[config.mk]
export PLATFORM = sky130hd
export DESIGN_NAME = integer_to_ascii_dec_hex
export DESIGN_NICKNAME = d
export VERILOG_FILES = /design/src/hdl/itoa_pkg.sv /design/src/hdl/integer_to_ascii_dec_hex.sv
export SDC_FILE = /design/constraint.sdc
export NUM_CORES = 1
export LEC_CHECK = 0
export BUFFER_PORTS_ARGS = -buffer_cell sky130_fd_sc_hd__buf_4
export CAP_MARGIN = 10
export CORE_MARGIN = 4
export CORE_UTILIZATION = 60
export DETAILED_ROUTE_END_ITERATION = 7
export GPL_TIMING_DRIVEN = 0
export PLACE_DENSITY_LB_ADDON = 0.1
export SYNTH_ARGS = -nofsm -noshare
export SYNTH_HDL_FRONTEND = slang
export SYNTH_SLANG_ARGS = --single-unit
[constraint.sdc]
create_clock -name clk -period 14 [get_ports clk]
set_input_delay 1.4 -clock clk [delete_from_list [all_inputs] [get_ports clk]]
set_output_delay 1.4 -clock clk [all_outputs]
set_load 0.01 [all_outputs]
[src/hdl/itoa_pkg.sv]
// ----------------------------------------------------------------------------
// itoa_pkg
// shared types, codes and character constants for integer to ascii conversion
// ----------------------------------------------------------------------------
package itoa_pkg;

    localparam int VALUE_W   = 64;
    localparam int NDIGITS   = 20;
    localparam int DIGITS_W  = NDIGITS * 4;

    typedef logic [3:0] digit_t;
    typedef logic [7:0] char_t;

    localparam logic [1:0] CONV_SDEC = 2'd0;
    localparam logic [1:0] CONV_UDEC = 2'd1;
    localparam logic [1:0] CONV_HEX  = 2'd2;

    localparam char_t CHAR_MINUS = 8'h2d;
    localparam char_t CHAR_ZERO  = 8'h30;
    localparam char_t CHAR_NINE  = 8'h39;
    localparam char_t CHAR_LC_A  = 8'h61;
    localparam char_t CHAR_LC_F  = 8'h66;

    // digit to lower-case ascii
    function automatic char_t digit_char(input digit_t d);
        char_t c;
        if (d < 4'd10)
        begin
            c = CHAR_ZERO + {4'd0, d};
        end
        else
        begin
            c = CHAR_LC_A + {4'd0, d} - 8'd10;
        end
        return c;
    endfunction

endpackage

[src/hdl/integer_to_ascii_dec_hex.sv]
// ----------------------------------------------------------------------------
// integer_to_ascii_dec_hex
// integer to decimal or hex ascii text, one character per result strobe
// ----------------------------------------------------------------------------
// sequence: decimal runs the shift-add-3 conversion, emits a minus sign if negative,
//   then drops leading zero digits and emits the rest; hex skips the shift-add-3
// a new request is taken only while idle; start is ignored while busy
// busy drops as the last character is registered; the receiver cannot stall
// reset: asynchronous, active low; clears the sequencer and the strobe
// ----------------------------------------------------------------------------
module integer_to_ascii_dec_hex
(
    input  logic        clk,
    input  logic        rst_n,
    input  logic        start,
    output logic        busy,
    input  logic [63:0] value,
    input  logic [1:0]  conversion,
    input  logic        arg_width,
    output logic        valid,
    output logic [7:0]  char_code,
    output logic        last
);

    localparam logic [2:0] ST_IDLE = 3'd0;
    localparam logic [2:0] ST_CONV = 3'd1;
    localparam logic [2:0] ST_SIGN = 3'd2;
    localparam logic [2:0] ST_SKIP = 3'd3;
    localparam logic [2:0] ST_EMIT = 3'd4;

    logic [2:0]                        state_reg, state_next;
    logic [itoa_pkg::VALUE_W-1:0]      bin_reg, bin_next;
    logic [itoa_pkg::DIGITS_W-1:0]     dig_reg, dig_next;
    logic [5:0]                        bit_cnt_reg, bit_cnt_next;
    logic [4:0]                        rem_reg, rem_next;
    logic                              neg_reg, neg_next;
    logic                              valid_reg, valid_next;
    itoa_pkg::char_t                   char_reg, char_next;
    logic                              last_reg, last_next;

    logic [itoa_pkg::VALUE_W-1:0]      ext_val;
    logic [itoa_pkg::VALUE_W-1:0]      mag_val;
    logic                              in_neg;
    logic [itoa_pkg::DIGITS_W-1:0]     dig_adj;
    itoa_pkg::digit_t                  top_digit;

    // width cut and sign handling
    always_comb
    begin
        if (arg_width)
        begin
            ext_val = value;
        end
        else if (conversion == itoa_pkg::CONV_SDEC)
        begin
            ext_val = {{32{value[31]}}, value[31:0]};
        end
        else
        begin
            ext_val = {32'd0, value[31:0]};
        end
        in_neg  = (conversion == itoa_pkg::CONV_SDEC) && ext_val[63];
        mag_val = in_neg ? (64'd0 - ext_val) : ext_val;
    end

    // shared add-3 correction over all bcd digits
    always_comb
    begin
        for (int i = 0; i < itoa_pkg::NDIGITS; i++)
        begin
            if (dig_reg[i*4 +: 4] >= 4'd5)
            begin
                dig_adj[i*4 +: 4] = dig_reg[i*4 +: 4] + 4'd3;
            end
            else
            begin
                dig_adj[i*4 +: 4] = dig_reg[i*4 +: 4];
            end
        end
    end

    assign top_digit = dig_reg[itoa_pkg::DIGITS_W-1 -: 4];

    always_comb
    begin
        state_next   = state_reg;
        bin_next     = bin_reg;
        dig_next     = dig_reg;
        bit_cnt_next = bit_cnt_reg;
        rem_next     = rem_reg;
        neg_next     = neg_reg;
        valid_next   = 1'b0;
        char_next    = char_reg;
        last_next    = last_reg;
        case (state_reg)
            ST_IDLE:
            begin
                if (start)
                begin
                    neg_next     = in_neg;
                    bin_next     = mag_val;
                    dig_next     = {16'd0, mag_val};
                    bit_cnt_next = 6'd0;
                    rem_next     = 5'(itoa_pkg::NDIGITS);
                    if (conversion[1])
                    begin
                        state_next = ST_SKIP;
                    end
                    else
                    begin
                        dig_next   = '0;
                        state_next = ST_CONV;
                    end
                end
            end
            ST_CONV:
            begin
                dig_next     = {dig_adj[itoa_pkg::DIGITS_W-2:0], bin_reg[63]};
                bin_next     = {bin_reg[62:0], 1'b0};
                bit_cnt_next = bit_cnt_reg + 6'd1;
                if (bit_cnt_reg == 6'd63)
                begin
                    state_next = neg_reg ? ST_SIGN : ST_SKIP;
                end
            end
            ST_SIGN:
            begin
                valid_next = 1'b1;
                char_next  = itoa_pkg::CHAR_MINUS;
                last_next  = 1'b0;
                state_next = ST_SKIP;
            end
            ST_SKIP:
            begin
                if ((top_digit == 4'd0) && (rem_reg > 5'd1))
                begin
                    dig_next = {dig_reg[itoa_pkg::DIGITS_W-5:0], 4'd0};
                    rem_next = rem_reg - 5'd1;
                end
                else
                begin
                    state_next = ST_EMIT;
                end
            end
            ST_EMIT:
            begin
                valid_next = 1'b1;
                char_next  = itoa_pkg::digit_char(top_digit);
                last_next  = (rem_reg == 5'd1);
                dig_next   = {dig_reg[itoa_pkg::DIGITS_W-5:0], 4'd0};
                rem_next   = rem_reg - 5'd1;
                if (rem_reg == 5'd1)
                begin
                    state_next = ST_IDLE;
                end
            end
            default:
            begin
                state_next = ST_IDLE;
            end
        endcase
    end

    always_ff @(posedge clk or negedge rst_n)
    begin
        if (!rst_n)
        begin
            state_reg <= ST_IDLE;
            valid_reg <= 1'b0;
        end
        else
        begin
            state_reg <= state_next;
            valid_reg <= valid_next;
        end
    end

    always_ff @(posedge clk)
    begin
        bin_reg     <= bin_next;
        dig_reg     <= dig_next;
        bit_cnt_reg <= bit_cnt_next;
        rem_reg     <= rem_next;
        neg_reg     <= neg_next;
        char_reg    <= char_next;
        last_reg    <= last_next;
    end

    assign busy      = (state_reg != ST_IDLE);
    assign valid     = valid_reg;
    assign char_code = char_reg;
    assign last      = last_reg;

endmodule

**Word-level counts from Yosys, hierarchy flattened**

Cells that the tools add are included.
Widths: inputs -> output; s select.

- Register bits: 169
- Output and inout port bits: 11
- Logic and storage cells: 129

- Reductions and logical operators: 16
- Mux-type cells: 45
- Order comparisons: 22
- $add $sub $neg: 26
- Equal/unequal tests: 11

Operator list:

| operator | number |
|---|---|
| $mux 64 | 5 |
| $pmux 80 s4 | 1 |
| $mux 80 | 2 |
| $pmux 64 s2 | 1 |
| $ge 4x3->1 const B | 20 |
| $add 4x2->4 const B | 19 |
| $mux 4 | 19 |
| $sub 1x64->64 const A | 1 |
| $pmux 8 s2 | 1 |
| $mux 3 | 5 |
| $pmux 3 s5 | 1 |
| $pmux 5 s3 | 1 |
| $pmux 6 s2 | 1 |
| $mux 5 | 2 |
| $ne 2x2->1 const B | 5 |
| $add 7x4->8 const A | 1 |
| $mux 8 | 1 |
| $sub 8x4->8 const B | 1 |
| $add 6x4->7 const A | 1 |
| $add 6x1->6 const B | 1 |
| $eq 3x2->1 const B | 2 |
| $eq 6x6->1 const B | 1 |
| $mux 6 | 1 |
| $reduce_and 3->1 | 2 |
| other kinds (20) | 25 |

**Logic depth before layout (Yosys ltp)**

- Depth in word-level cells: 8
- Depth in mapped cells: 9

**Least setup slack after synthesis**

No wires, ideal clock.

- Path kind: input -> register
- From: in start
- To: reg dig_reg[0] (netlist name) (enable)
- Arrival time: 7327 ps
- Path buffers: 0
- Setup slack: 6026 ps
- Data required time: 13353 ps
- Stages: 2
- Cells stage by stage: nor3_1 a221oi_1

- Longest elaborated chain between the ends: 2

RTL lines:

| element | RTL line | text |
|---|---|---|
| from (decl) | integer_to_ascii_dec_hex.sv:15 | `input logic start,` |
| $ne 2x2->1 (no source line) | -- |  |
| $reduce_and 3->1 (no source line) | -- |  |
| to (signal assigned) | integer_to_ascii_dec_hex.sv:181 | `dig_reg <= dig_next;` |
| to (decl) | integer_to_ascii_dec_hex.sv:33 | `logic [itoa_pkg::DIGITS_W-1:0] dig_reg, dig_next;` |

No other way between the ends.
A chain may end at the register's enable or synchronous reset.

**Worst setup path in the final report**

- From: in value[2]
- To: reg bin_reg[61] (netlist name), data pin

- Longest elaborated chain between the ends: 6

RTL lines:

| element | RTL line | text |
|---|---|---|
| from (decl) | integer_to_ascii_dec_hex.sv:17 | `input logic [63:0] value,` |
| $mux 64 | integer_to_ascii_dec_hex.sv:54 | `else if (conversion == itoa_pkg::CONV_SDEC)` |
| $mux 64 * | integer_to_ascii_dec_hex.sv:50 | `if (arg_width)` |
| $sub 1x64->64 * | integer_to_ascii_dec_hex.sv:63 | `mag_val = in_neg ? (64'd0 - ext_val) : ext_val;` |
| $mux 64 * | integer_to_ascii_dec_hex.sv:63 |  |
| $mux 64 * | integer_to_ascii_dec_hex.sv:98 | `if (start)` |
| $pmux 64 s2 * | integer_to_ascii_dec_hex.sv:95 | `case (state_reg)` |
| named net bin_next (one bit) | integer_to_ascii_dec_hex.sv:32 | `logic [itoa_pkg::VALUE_W-1:0] bin_reg, bin_next;` |
| to (signal assigned) | integer_to_ascii_dec_hex.sv:180 | `bin_reg <= bin_next;` |
| to (decl) | integer_to_ascii_dec_hex.sv:32 |  |

Mark *: on every way through the listed nets, which the timed path passes. The rest lies on a longest branch. The select of a mux whose other input is x is not followed.

==> summary.md <==
| Metric | Value |
|---|---|
| Seq pwr share | `a little under two fifths` |
| Hold Crit Class | `register to register` |
| Initial antenna violation count | `0` |
| Syn Inst Count | `~1200` |
| Die area | `around 21000 sq um` |
| Max reg flops | `80` |
| Ys flop type | `edfxtp_1` |
| Post-DRT Antenna Nets | `0` |
| Peak Freq | `0.250 GHz` |
| Clk Tree Root Cell | `clkbuf_16` |
| Critical Path Fanout Max | `10` |
| CP required | `about 14000 ps` |
| # rows | `49` |
| Commonest non-fill, non-tap cell in the layout | `edfxtp_1` |
| Share of cells above drive strength 1 | `roughly 11%` |
| Resize count post-CTS | `0` |
| Yosys Warn Count | `0` |
| Syn_area_per_cell | `just over 9 sq um` |
| Maximum vdd ir drop | `between 0.1 and 0.15 mV` |
| Post-DP HPWL | `25.4 mm` |
| CTS max path bufs | `2` |
| Worst Path Class, Setup | `primary input to register` |
| Critical path capture point type | `register` |
| Multi-input logic area | `just under 6000 sq um` |
| Number of H-tree levels | `4` |
| Clock power frac | `between 10% and 20%` |
| CP arrival | `between 4000 and 5000 ps` |
| # setup viols final | `0` |
| Area of the mapped netlist | `around 11000 sq um` |
| Number of enable flip-flop cells after synthesis | `around 160` |
| Hold Vio Cnt, Final | `0` |
| CTS tree | `built` |
| Pint | `1760 uW` |
| Slew @ Worst Pin | `975 ps` |
| Pwr/cell area | `240 nW/um^2` |
| Post CTS Setup Buffer Count | `0` |
| Sw Share | `43.2%` |
| P_sw | `1340 uW` |
| Post-synth cell types | `72` |
| Async SR Flop Fraction | `2.38%` |
| Post-route DRC | `0` |
| Clock Pin Slew Worst Setup and Hold Paths | `~80 ps` |
| Crit path cell chain | `buf_4, nor3_2, nand3_1, nor4_1, clkbuf_1, a41oi_1, xor2_1, a21oi_1` |
| Critical path's slowest cell | `nor4_1` |
| Worst-skew pair later-pin latency | `440 ps` |
| Clock tree sinks | `168` |
| Setup Skew | `11.4 ps` |
| Final worst path period need | `approximately 4000 ps` |
| GRT Resource Usage Total | `32.2%` |
| RSZ-0062 raised after global routing | `no` |
| Post-CTS Hold Fix Bufs | `0` |
| Drt first pass iters | `6` |
| Syn Nets | `1319` |
| Core Box Area | `18200 sq um` |
| Max-Cap Viols | `0` |
| Static Leakage | `approximately 0.0046 uW` |
| Layout area overhead | `14.5%` |
| Io pins | `81` |
| Total Routed Length | `34.8 mm` |
| Slew Viols, Final | `0` |
| First-pass GRT wire length | `between 50 and 60 mm` |
| Status | `finished clean` |
| Pin count of the biggest net entering global routing | `30` |
| Post-route clock period utilization | `28.6%` |
| Initial Utilization | `61.9%` |
| Overall power | `3090 uW` |
| Port Buffers | `77` |
| Detailed-route wire length per cell | `approximately 22 microns` |
| Total number of vias | `between 10000 and 15000` |
| Final setup TNS | `0 ps` |
| Nets | `around 1400` |
| Largest stage delay, worst path | `830 ps` |
| Worst slew margin | `34.4%` |
| Remaining global-route overflow | `0` |
| Cts bufs inserted | `17` |
| Die H | `145 microns` |
| Comb power frac | `between 40 and 50%` |
| DR iter-0 viols | `1282` |
| Most frequent cells in the layout | `164 x edfxtp_1, 126 x a21oi_1, 119 x o21ai_0` |
| Vias in the first global route | `between 9000 and 10000` |
| Inserted Diodes | `0` |
| Reg area | `about 5000 sq um` |
| Fillers | `1415` |
| Die Wd | `145 microns` |
| Flops & latches, synth | `168` |
| Sequential area share after synthesis | `44.6%` |
| Vias/cell | `6.66` |
| Startpoint types | `primary input` |
| Routability-driven placement congestion ratio | `0.970` |
[metal layers]
metal / GRT usage (%) / wire length [microns] / vias up / part of all wire [%]
li1: - / - / 4684 / -
met3: 6.92 / 4180 / 105 / 12
met4: 12.9 / 1330 / 0 / 3.8
met5: 0 / 0 / - / 0
met1: 44.6 / 13900 / 4829 / 40
met2: 49.6 / 15400 / 691 / 44
[final cells by class]
type,instances,area share (%)
multi-input cells,917,45.1
flip-flops and latches,168,38.9
repair buffers,84,5.62
clock buffers,17,3.30
well taps,229,2.22
plain buffers,67,2.02
inverters,52,1.51
clock inverters,15,1.32
[synth_stat cells, types with 3 or more instances]
cell	count	area, sq um
nor2_1	100	375
buf_2	4	20.0
o21ai_1	6	30.0
a221oi_1	3	26.3
o22ai_1	8	50.1
a22oi_1	36	270
a221o_1	4	40.0
nor4_1	9	56.3
buf_1	11	41.3
nand4_1	3	18.8
nor3b_1	33	248
nor4b_1	4	35.0
a41oi_1	5	43.8
edfxtp_1	164	4920
or2_2	5	31.3
or4_1	3	22.5
nand3_1	12	60.1
o41ai_2	3	48.8
o31ai_1	15	113
inv_1	52	195
nor3_1	24	120
xnor2_1	49	429
a21oi_1	126	631
dfrtp_1	4	100
and3_1	7	43.8
nand2_1	109	409
or3_1	14	87.6
nand2b_1	25	156
clkbuf_1	51	191
o41ai_1	5	43.8
o221ai_1	23	201
nor3_2	3	30.0
ha_1	45	563
a31oi_1	20	125
o21ai_0	120	601
and2_1	5	31.3
nor2b_1	8	50.1
xor2_1	38	333
[critical path, delay by kind of cell]
| kind | cells | cell delay, ps |
|---|---|---|
| buffers and inverters | 2 | 620 |
| AND/OR/NAND/NOR | 3 | 1490 |
| XOR/XNOR | 1 | 210 |
| AO/OA/AOI/OAI | 2 | 530 |
[power by group through the flow]
stage | Sequential (uW) | Clock, uW | Combinational [uW]
2_1_floorplan | 1180 | 0 | 937
5_1_grt | 1210 | 506 | 1570
3_3_place_gp | 1260 | 0 | 1270
6_report | 1180 | 486 | 1430
4_1_cts | 1170 | 486 | 1410
3_5_place_dp | 1180 | 0 | 1390
[logic make-up (layout without fill, tap and decap cells)]
logic type	count (synthesis)	after routing	share of synthesized area, %
other cells	2	2	0.0667
compound gates	398	398	21.7
simple gates	381	381	17.5
buf+inv	119	235	4.04
mux	4	4	0.378
xor+xnor	87	87	6.76
flops	168	168	44.6
fa+ha+maj	45	45	5.00
[final timing paths]
kind,cells past startpoint,to,from,slack (ps)
max,8,bin_reg[61],value[2],9990
min,2,bin_reg[33],bin_reg[32],530
max reg2reg,7,bin_reg[21],state_reg[0],10690
min reg2reg,2,bin_reg[33],bin_reg[32],530
max in group asynchronous,1,state_reg[2],rst_n,13150
min in group asynchronous,1,valid,rst_n,740
[metrics by stage]
stage,cells,hold WS (ps),worst slack (ps),cell area [sq um],util [%]
5_1_grt,1549,559,9940,12900,70.9
6_report,1549,530,9990,12900,70.9
2_1_floorplan,1204,495,6030,11300,-
3_3_place_gp,1510,503,2810,12100,66.6
3_5_place_dp,1517,510,9710,12300,67.6
4_1_cts,1549,527,10150,12900,70.9
Note: power is estimated with default switching activity, not from simulation.
